File: src/sv/ssq_pkg.sv
`timescale 1ns / 1ps
// ----------------------------------------------------------------------------
// ssq_pkg
// Shared types and codes for the stable sorted priority queue core.
// ----------------------------------------------------------------------------
package ssq_pkg;

    // Operation selector carried on s_tuser.
    typedef enum logic {
        OP_INSERT = 1'b0,
        OP_REMOVE = 1'b1
    } opcode_t;

    // Result status carried on m_tuser.
    typedef enum logic [2:0] {
        ST_INSERTED = 3'd0,
        ST_REJECTED = 3'd1,
        ST_FULL     = 3'd2,
        ST_REMOVED  = 3'd3,
        ST_EMPTY    = 3'd4
    } status_t;

    localparam int KIND_W  = 16;
    localparam int PRIO_W  = 32;
    localparam int COUNT_W = 7;
    localparam int PORT_HANDLE_W = 16;

    // Commands from the controller to the datapath.
    typedef struct packed {
        logic load;    // capture the accepted input transaction
        logic eval;    // register the slot compares
        logic commit;  // update the slots and the result register
    } ssq_cmd_t;

    // Status from the datapath to the controller.
    typedef struct packed {
        logic out_free; // result register empty or being drained this cycle
    } ssq_sts_t;

endpackage

File: src/sv/ssq_ctrl.sv
`timescale 1ns / 1ps
// ----------------------------------------------------------------------------
// ssq_ctrl
// Sequencer: accept an operation, evaluate the compares, commit the result.
// ----------------------------------------------------------------------------
module ssq_ctrl (
    input  logic             aclk,
    input  logic             aresetn,
    input  logic             s_tvalid,
    output logic             s_tready,
    input  ssq_pkg::ssq_sts_t sts,
    output ssq_pkg::ssq_cmd_t cmd
);
    import ssq_pkg::*;

    typedef enum logic [2:0] {
        S_IDLE   = 3'b001,
        S_EVAL   = 3'b010,
        S_COMMIT = 3'b100
    } state_t;

    state_t state_reg;
    state_t state_next;

    assign s_tready   = (state_reg == S_IDLE);
    assign cmd.load   = (state_reg == S_IDLE) && s_tvalid;
    assign cmd.eval   = (state_reg == S_EVAL);
    assign cmd.commit = (state_reg == S_COMMIT) && sts.out_free;

    always_comb begin
        state_next = state_reg;
        case (state_reg)
            S_IDLE: begin
                if (s_tvalid) begin
                    state_next = S_EVAL;
                end
            end
            S_EVAL: begin
                state_next = S_COMMIT;
            end
            S_COMMIT: begin
                // Hold the operation until the result register can take it.
                if (sts.out_free) begin
                    state_next = S_IDLE;
                end
            end
            default: begin
                state_next = S_IDLE;
            end
        endcase
    end

    always_ff @(posedge aclk) begin
        if (!aresetn) begin
            state_reg <= S_IDLE;
        end else begin
            state_reg <= state_next;
        end
    end

endmodule

File: config.mk
export PLATFORM = sky130hd
export DESIGN_NAME = ssq_ctrl
export DESIGN_NICKNAME = d
export VERILOG_FILES = /design/src/sv/ssq_pkg.sv /design/src/sv/ssq_ctrl.sv
export SDC_FILE = /design/constraint.sdc
export NUM_CORES = 1
export LEC_CHECK = 0
export ABC_AREA = 0
export BUFFER_PORTS_ARGS = -buffer_cell sky130_fd_sc_hd__buf_2
export CAP_MARGIN = 20
export CORE_AREA = 5 5 42 44
export CTS_CLUSTER_DIAMETER = 60
export DETAILED_ROUTE_END_ITERATION = 6
export DIE_AREA = 0 0 47 49
export GPL_TIMING_DRIVEN = 1
export PLACE_DENSITY_LB_ADDON = 0.1
export SYNTH_ARGS = -nofsm -noshare
export SYNTH_HDL_FRONTEND = slang
export SYNTH_SLANG_ARGS = --single-unit
File: constraint.sdc
create_clock -name aclk -period 2.6 [get_ports aclk]
set_clock_uncertainty 0.1 [all_clocks]
set_input_delay 0.52 -clock aclk [delete_from_list [all_inputs] [get_ports aclk]]
set_output_delay 0.52 -clock aclk [all_outputs]
set_load 0.05 [all_outputs]
---- Yosys cells after proc, flatten, opt, wreduce, memory -nomap -nowiden ----
Index checks and enable logic that the tools add are counted.
operators by class
  eq/ne operators ......................... 5
  multiplexer cells ....................... 3
  reduce and logical (&&, ||, !) cells .... 3
operators with widths
  cell                  number
  $pmux W3 S3           1
  $mux W3               2
  $ne A2 B2 Y1 const B  2
  $eq A3 B1 Y1 const B  1
  $eq A3 B2 Y1 const B  1
  $eq A3 B3 Y1 const B  1
  $logic_and A1 B1 Y1   2
  $reduce_and A2 Y1     1
word-level totals
  register bits ........................... 3
  input bits .............................. 4
  output and inout port bits .............. 4
  logic and storage cells ................. 12

---- Logic depth before layout (Yosys ltp) ----
Gate-level depths: netlist (run 1).
  word-level depth ........................ 3
  depth in mapped cells ................... 2
  depth with buffers taken out ............ 2

---- Worst setup path after synthesis (run 1) ----
No wires, ideal clock.
  path type ............................... register to output
  start ................................... register state_reg[0]
  end ..................................... output s_tready
  arrival time ............................ 1.555 ns
  data required time ...................... 1.980 ns
  setup slack ............................. 0.425 ns
  stages on the path, launching flop included .. 2
  path buffers ............................ 0
  path through ............................ dfxtp_1 -> nor3b_1
on the way
  word-level cells in the longest chain between the ends .. 1
RTL lines
  element                 line            text
  start, declared         ssq_ctrl.sv:22  state_t state_reg;
  start signal, assigned  ssq_ctrl.sv:57  state_reg <= state_next;
  $eq A3 B1 Y1            ssq_ctrl.sv:25  assign s_tready = (state_reg == S_IDLE);
  end, declared           ssq_ctrl.sv:10  output logic s_tready,
Every way passes these cells.

==> results of run 1 <==
-- Yosys cell counts, drive strengths merged --
library cell  instances  share of area, %
and2                  1               3.7
buf                   1               4.4
and4bb                2                17
nor3b                 2                12
or3b                  1               5.1
o31ai                 1               4.4
a21oi                 1               5.1
dfxtp                 3                35
nand2b                1               3.7
or2b                  1               4.4
nor4b                 1               5.1
-- metal layers --
| layer | share of wire, % | GRT usage (%) |
|---|---|---|
| met5 | 0 | 0 |
| met4 | 3.3 | 4.15 |
| met3 | 10 | 4.80 |
| met2 | 47 | 7.01 |
| met1 | 39 | 5.02 |
-- critical path, delay by kind of cell, from the launching register on --
| family | cells | cell delay, ps |
|---|---|---|
| buf+inv | 1 | 260 |
| simple gates | 1 | 360 |
| flops | 1 | 350 |
-- stage by stage --
step                utilization, %  worst slack, ps  instances  hold WS [ps]  total power, mW
finish                        17.4              776         41           391            0.164
global route                  17.4              718         41           398            0.178
CTS                           17.4              765         41           387            0.168
detailed placement            15.5              889         37           541           0.0835
global placement              15.5              894         37           537           0.0834
floorplan                        -              425         15           478           0.0755
-- area by class of cell --
cell class,count,area (sq um)
fillers,172,1160
well taps,16,20.0
flip-flops and latches,3,60.1
multi-input cells,11,103
repair buffers,7,35.0
clock buffers,4,26.3
-- power groups by stage --
stage               logic [mW]  clock network (mW)  registers, mW
finish                  0.0298              0.0817         0.0526
global route            0.0321              0.0927         0.0533
CTS                     0.0303              0.0854         0.0526
detailed placement      0.0301                   0         0.0534
global placement        0.0299                   0         0.0535
floorplan               0.0235                   0         0.0520
-- cell families (layout without fill, tap and decap cells) --
kind of cell / after synthesis / count (layout)
compound gates: 2 / 2
buf+inv: 1 / 11
flops: 3 / 3
simple gates: 9 / 9
-- path summary, 6_finish.rpt --
check / startpoint / to / depth (start not counted)
worst max-delay path: state_reg[1] / cmd[2] / 2
worst min-delay path: aresetn / state_reg[0] / 2
worst max register to register: state_reg[2] / state_reg[2] / 2
worst min register to register: state_reg[1] / state_reg[2] / 2
-- layout by cell type (no fill, tap or decap) --
cell type / netlist / layout
dfxtp_1: 3 / 3
nor4b_1: 1 / 1
and2_1: 1 / 1
nand2b_1: 1 / 1
clkbuf_4: 0 / 3
a21oi_2: 1 / 1
o31ai_1: 1 / 1
clkbuf_1: 0 / 1
buf_2: 0 / 7
nor3b_1: 1 / 1
nor3b_2: 1 / 1
or2b_1: 1 / 1
and4bb_4: 1 / 1
and4bb_2: 1 / 1
or3b_1: 1 / 1
==> reports/qor.yml, run 1 <==
timing:
  setup_viol: 0
  max_slew_margin_pct: 78.1
  finalSetupTns_ps: 0
  finalMaxSlewViolations: 0
  post-route-period-util_pct: 70.2
  period_needed_ps: 1820
  rsz0062_at_grt: "false"
  worst_pin_slew_ps: 324
  hold_viol: 0
  max_clock_freq_ghz: 0.548
cts:
  htreeDepth: 1
  worstSkewPairLatency_ps: 230
  numCtsBuffers: 3
  cts.sinks: 3
  post_cts_resized: 0
  clkTransAtPathRegs_ps: 40
  clk_path_buf_depth: 2
  root_buffer: "clkbuf_4"
  postCtsSetupRepairBufs: 0
  cts_tree: "done"
  ctsHoldBuffers: 0
finish:
  largest_register_ffs: 3
  fin_area_sq_um: 244
  drive_gt1_share_pct: 56.0
  fin_nets: 30
  diodes: 0
  syn2layout_area_growth_pct: 43.4
detailed_routing:
  avgViaCountPerCell: 3.80
  drtIter0Drc: 0
  drc_errors: 0
  dr.pass1.iters: 1
  vias: 156
  routed_wl_um: 421
  wl_per_cell_um: 10.3
  drtAntennaViolNets: 0
die:
  dieArea_sq_um: 2300
  initial_core_util_pct: 12.1
  fp.coreArea_sq_um: 1400
  row_count: 14
  die_w_um: 47
  die_h_um: 49
  boundaryPins: 8
synth:
  synth_fa_ha_area_share_pct: 0
  synth_cell_types: 13
  yosys.area_share.xor_xnor_pct: 0
  avgSynthCellArea_sq_um: 11.3
  synth_mux_area_share_pct: 0
  synth_compound_area_share_pct: 9.56
  ys_ff_latch: 3
  synth_top_family_by_area: "simple AND/OR/NAND/NOR gates"
  synthSimpleGateAreaFrac_pct: 50.7
  syn_inst: 15
  synth_area_sq_um: 170
  yosysSeqAreaShare_pct: 35.3
  syn_nets: 19
  yosys_warnings: 0
worst_setup_path:
  crit_path_start_kind: "flop"
  critPathCaptureType: "output port"
  slowest_delay_ps: 360
  worst-r2r-setup-slack_ps: 1500
  worst_path_max_delay_cell: "and4bb_4"
  critPathRequiredTime_ps: 1980
  worstSetupPathType: "flop to output port"
  crit_arrival_ps: 1200
  cp_max_fo: 7
  cp_cell_sequence: "and4bb_4, buf_2"
pwr:
  leakagePower_nw: 0.0953
  seq_power_share_pct: 32.0
  power.internal_mw: 0.117
  combPwrFrac_pct: 18.2
  p_clk_share_pct: 49.8
  ir_worst_vdd_uv: 207
  sw_frac_of_total_pct: 28.7
  p_sw_mw: 0.0472
  powerDensity_nw_per_um2: 673
placement:
  dpl_cell_area_sq_um: 218
  port_buffers: 7
  dp_hpwl_um: 338
  gp_congestion: 0.610
global_route:
  antenna_found_initial: 0
  grt_max_degree: 8
  grt_overflow: 0
  grt_pass1_wl_um: 786
  grt_pass1_vias: 190
  grt_usage_pct: 5.34
hold_path:
  min_path_type: "input pin to flop"
status:
  outcome: "finished clean"
flow_run:
  drv_cap: 0
Note: power is estimated with default switching activity, not from simulation.
==> inputs of run 2 (changes only) <==
==> constraint.sdc (replaced) <==
create_clock -name aclk -period 1.76 [get_ports aclk]
set_clock_uncertainty 0.1 [all_clocks]
set_input_delay 0.352 -clock aclk [delete_from_list [all_inputs] [get_ports aclk]]
set_output_delay 0.352 -clock aclk [all_outputs]
set_load 0.05 [all_outputs]
==> run 2 against run 1 <==
  * Via count fell by 3.8%
  * Wire length fell by 12%
  * Non-clock buffer count did not move
  * Clock-buffer cell count did not move
  * Die area did not move
  * Design area rose by 2.1%
  * Clock power rose by 43%
  * First-iteration DRC count rose by 1
  * Worst hold slack got worse by 160 ps
  * Critical path type unchanged
  * Critical endpoint unchanged
==> reports/qor.yml, run 2 (same netlist as run 1, synthesis figures left out) <==
cts:
  cts_tree: "done"
  cts.sinks: 3  # unchanged
  numCtsBuffers: 3  # unchanged
  post_cts_resized: 0  # unchanged
  root_buffer: "clkbuf_4"
  ctsHoldBuffers: 0  # unchanged
  worstSkewPairLatency_ps: 230  # about the same
  clkTransAtPathRegs_ps: 30  # about the same
  htreeDepth: 1  # unchanged
  clk_path_buf_depth: 2  # unchanged
  postCtsSetupRepairBufs: 0  # unchanged
die:
  dieArea_sq_um: 2300  # unchanged
  die_w_um: 47  # unchanged
  die_h_um: 49  # unchanged
  boundaryPins: 8  # unchanged
  initial_core_util_pct: 12.1  # unchanged
  fp.coreArea_sq_um: 1400  # unchanged
  row_count: 14  # unchanged
detailed_routing:
  met3_length_um: 16  # -63%
  dr_wl_met2_um: 205  # +3.0%
  drtIter0Drc: 1  # +1
  avgViaCountPerCell: 3.66  # -3.8%
  vias: 150  # -3.8%
  drc_errors: 0  # unchanged
  top_layer: "met3"
  dr.pass1.iters: 2  # +1
  drtAntennaViolNets: 0  # unchanged
  drt-met1-wl_um: 146  # -11%
  wl_per_cell_um: 9.00  # -12%
  routed_wl_um: 369  # -12%
finish:
  syn2layout_area_growth_pct: 46.3
  drive_gt1_share_pct: 60.0  # +4.0 points
  final_common_cell: "buf_2"
  fin_nets: 30  # unchanged
  post-route-util_pct: 17.8  # +0.36 points
  largest_register_ffs: 3  # unchanged
  diodes: 0  # unchanged
  final_cell_mix: "7 x buf_2, 3 x clkbuf_4, 3 x dfxtp_1"
global_route:
  grt_pass1_vias: 153  # -19%
  grt_max_degree: 8  # unchanged
  grt_usage_pct: 4.01  # -1.3 points
  antenna_found_initial: 0  # unchanged
  grt_overflow: 0  # unchanged
  grt_pass1_wl_um: 586  # -25%
pwr:
  powerDensity_nw_per_um2: 963  # +43%
  power_mw: 0.240  # +46%
  ir_worst_vdd_uv: 210  # +1.2%
  leakagePower_nw: 0.0981  # +2.9%
worst_setup_path:
  cp_max_fo: 7  # unchanged
  critPathRequiredTime_ps: 1310  # -670 ps
  worst_path_max_delay_cell: "and4bb_4"
  crit_arrival_ps: 1190  # about the same
  cp_cell_sequence: "and4bb_4, buf_2"
  worstSetupPathType: "flop to output port"
  slowest_delay_ps: 360  # about the same
  worst-r2r-setup-slack_ps: 660  # -840 ps
  crit_path_start_kind: "flop"
  critPathCaptureType: "output port"
timing:
  finalSetupTns_ps: 0  # unchanged
  worst_pin_slew_ps: 279  # -45.6 ps
  period_needed_ps: 1650
  max_clock_freq_ghz: 0.607
  post-route-period-util_pct: 93.6
  rsz0062_at_grt: "false"
  setup_viol: 0  # unchanged
  hold_viol: 0  # unchanged
  max_slew_margin_pct: 81.2  # +3.1 points
  finalMaxSlewViolations: 0  # unchanged
placement:
  gp_congestion: 0.595  # -2.4%
  port_buffers: 7  # unchanged
hold_path:
  min_path_type: "input pin to flop"
status:
  outcome: "finished clean"
flow_run:
  drv_cap: 0  # unchanged
[run 2: layout make-up]
cell class,count,area (sq um)
timing repair buffer,7,35.0
tap,16,20.0
fill,169,1150
multi-input combinational,11,108
clock buffer,4,26.3
sequential,3,60.1
[run 2: metrics by stage]
step / hold WS [ps] / cell area (sq um) / cells / setup slack (ps)
after detailed placement: 463 / 223 / 37 / 347
after CTS: 223 / 249 / 41 / 96.4
after global placement: 464 / 223 / 37 / 332
after global routing: 239 / 249 / 41 / 58.6
after floorplan: 323 / 175 / 15 / 251
final: 227 / 249 / 41 / 113
[run 2: routing by layer]
metal	vias up	GRT usage, %
met1	70	3.29
met4	0	6.91
met5	-	0
li1	77	-
met3	0	1.11
met2	3	5.43
[run 2: path summary, 6_finish.rpt]
kind,to,from,cells after the start
hold / removal,state_reg[0],aresetn,2
hold reg to reg,state_reg[2],state_reg[1],2
setup reg to reg,state_reg[2],state_reg[2],2
setup / recovery,cmd[2],state_reg[1],2
[run 2: report_power, final]
group          internal, mW  total, mW  leakage (nW)  switching [mW]
Combinational        0.0166     0.0451        0.0585          0.0285
Clock                0.0847      0.117        0.0150          0.0325
Sequential           0.0721     0.0773        0.0246         0.00521
Total                 0.173      0.240        0.0981          0.0662
[run 2: worst max-delay path, delay by kind of cell (launching register included)]
| family | cells | cell delay [ps] |
|---|---|---|
| and+or+nand+nor | 1 | 360 |
| DFF | 1 | 340 |
| buffers and inverters | 1 | 260 |
==> inputs of run 3 (changes only) <==
--- a/config.mk
+++ b/config.mk
@@ -8,7 +8,10 @@
 export ABC_AREA = 0
 export BUFFER_PORTS_ARGS = -buffer_cell sky130_fd_sc_hd__buf_2
 export CAP_MARGIN = 20
+export CELL_PAD_IN_SITES_DETAIL_PLACEMENT = 0
+export CELL_PAD_IN_SITES_GLOBAL_PLACEMENT = 1
 export CORE_AREA = 5 5 42 44
+export CTS_BUF_LIST = sky130_fd_sc_hd__clkbuf_4 sky130_fd_sc_hd__clkbuf_8
 export CTS_CLUSTER_DIAMETER = 60
 export DETAILED_ROUTE_END_ITERATION = 6
 export DIE_AREA = 0 0 47 49
==> run 3 against run 2 <==
  * Wire length grew 15%
  * Die area is the same
  * Total power grew 10%
  * First-iteration DRC count shrank 100%
  * Clock power grew 21%
  * Design area grew 1.5%
  * Utilization grew 0.27 points
  * Maximum frequency shrank 1.2%
  * Largest cell class unchanged
  * Largest power group unchanged
==> reports/qor.yml, run 3 (same netlist as run 1, synthesis figures left out) <==
status:
  outcome: "finished clean"
detailed_routing:
  routed_wl_um: 426  # +15%
  avgViaCountPerCell: 3.90  # +6.7%
  drtAntennaViolNets: 0  # unchanged
  wl_per_cell_um: 10.4  # +15%
  vias: 160  # +6.7%
  drc_errors: 0  # unchanged
  drtIter0Drc: 0  # -1
  dr.pass1.iters: 1  # -1
global_route:
  grt_pass1_wl_um: 841  # +44%
  grt_usage_pct: 5.84  # +1.8 points
  grt_max_degree: 8  # unchanged
  grt_overflow: 0  # unchanged
  grt_pass1_vias: 186  # +22%
  antenna_found_initial: 0  # unchanged
timing:
  max_clock_freq_ghz: 0.600  # -1.2%
  period_needed_ps: 1670  # +19.6 ps
  worst_pin_slew_ps: 292  # +13.0 ps
  setup_viol: 0  # unchanged
  finalSetupTns_ps: 0  # unchanged
  rsz0062_at_grt: "false"
  hold_viol: 0  # unchanged
  post-route-period-util_pct: 94.7  # +1.1 points
  max_slew_margin_pct: 80.3  # -0.88 points
  timing.hold.ws_ps: 214  # -13.2 ps
  finalMaxSlewViolations: 0  # unchanged
cts:
  numCtsBuffers: 3  # unchanged
  worstSkewPairLatency_ps: 240  # about the same
  clkTransAtPathRegs_ps: 40  # about the same
  root_buffer: "clkbuf_4"
  htreeDepth: 1  # unchanged
  cts.sinks: 3  # unchanged
  clk_path_buf_depth: 2  # unchanged
  ctsHoldBuffers: 0  # unchanged
  cts_tree: "done"
  postCtsSetupRepairBufs: 0  # unchanged
  post_cts_resized: 0  # unchanged
finish:
  final_common_cell: "buf_2"
  fin_nets: 30  # unchanged
  multi_input_area_sq_um: 108  # unchanged
  diodes: 0  # unchanged
  drive_gt1_share_pct: 64.0  # +4.0 points
  final_cell_mix: "7 x buf_2, 4 x clkbuf_4, 3 x dfxtp_1"
  syn2layout_area_growth_pct: 48.5
  post-route-util_pct: 18.0  # +0.27 points
  fillers: 169  # unchanged
  largest_register_ffs: 3  # unchanged
  regArea_sq_um: 60.1  # unchanged
placement:
  port_buffers: 7  # unchanged
  gp_congestion: 0.596  # +0.22%
die:
  die_h_um: 49  # unchanged
  initial_core_util_pct: 12.1  # unchanged
  dieArea_sq_um: 2300  # unchanged
  die_w_um: 47  # unchanged
  row_count: 14  # unchanged
  fp.coreArea_sq_um: 1400  # unchanged
  boundaryPins: 8  # unchanged
flow_run:
  drv_cap: 0  # unchanged
pwr:
  leakagePower_nw: 0.102  # +3.5%
  powerDensity_nw_per_um2: 1040  # +8.4%
  p_clk_share_pct: 53.6  # +4.7 points
  sw_frac_of_total_pct: 28.2  # +0.58 points
  ir_worst_vdd_uv: 229  # +9.1%
  p_sw_mw: 0.0744  # +12%
  combPwrFrac_pct: 17.1  # -1.7 points
  seq_power_share_pct: 29.3  # -3.0 points
  power.internal_mw: 0.189  # +9.1%
worst_setup_path:
  critPathRequiredTime_ps: 1310  # about the same
  slowest_delay_ps: 360  # about the same
  path_delay_family: "simple AND/OR/NAND/NOR gates"
  critPathCaptureType: "output port"
  cp_cell_sequence: "and4bb_4, buf_2"
  crit_path_start_kind: "flop"
  cp_num_buf_inv: 1  # unchanged
  cp_max_fo: 7  # unchanged
  worstSetupPathType: "flop to output port"
  crit_arrival_ps: 1210  # +20 ps
  worst_path_max_delay_cell: "and4bb_4"
hold_path:
  min_path_type: "input pin to flop"
[run 3: final cells by class]
type,instances,share of cell area (%)
clock buffers,4,11.9
multi-input cells,11,42.6
flip-flops and latches,3,23.8
well taps,16,7.92
repair buffers,7,13.9
[run 3: worst reg2reg max path, cell delays in order, from the launching register on]
cell	delay (ps)
dfxtp_1	420
or3b_1	380
a21oi_2	120
[run 3: final timing paths]
| path | start | cells past startpoint | to | slack [ps] |
|---|---|---|---|---|
| setup / recovery | state_reg[1] | 2 | cmd[2] | 90 |
| hold / removal | aresetn | 2 | state_reg[0] | 210 |
| setup reg to reg | state_reg[2] | 2 | state_reg[2] | 670 |
| hold reg to reg | state_reg[1] | 2 | state_reg[2] | 530 |
[run 3: stage by stage]
stage	worst slack (ps)	cells	total power [mW]	cell area, sq um
2_1_floorplan	251	15	0.113	175
3_3_place_gp	352	37	0.125	223
3_5_place_dp	349	37	0.124	223
4_1_cts	80.5	41	0.272	253
5_1_grt	16.1	41	0.287	253
6_report	93.7	41	0.264	253
[run 3: routing by layer]
layer / track usage, % / share of wire (%) / wire length, um / vias to the layer above
met2: 7.01 / 53 / 225 / 7
met3: 2.21 / 1.6 / 7 / 2
li1: - / - / - / 76
met5: 0 / 0 / 0 / -
met4: 9.68 / 5.6 / 24 / 0
met1: 5.47 / 40 / 169 / 75
[run 3: power by group through the flow]
stage	combinational [mW]	clock [mW]	sequential, mW
6_report	0.0451	0.141	0.0773
5_1_grt	0.0487	0.159	0.0785
4_1_cts	0.0455	0.149	0.0774
3_5_place_dp	0.0454	0	0.0786
3_3_place_gp	0.0458	0	0.0791
2_1_floorplan	0.0356	0	0.0771
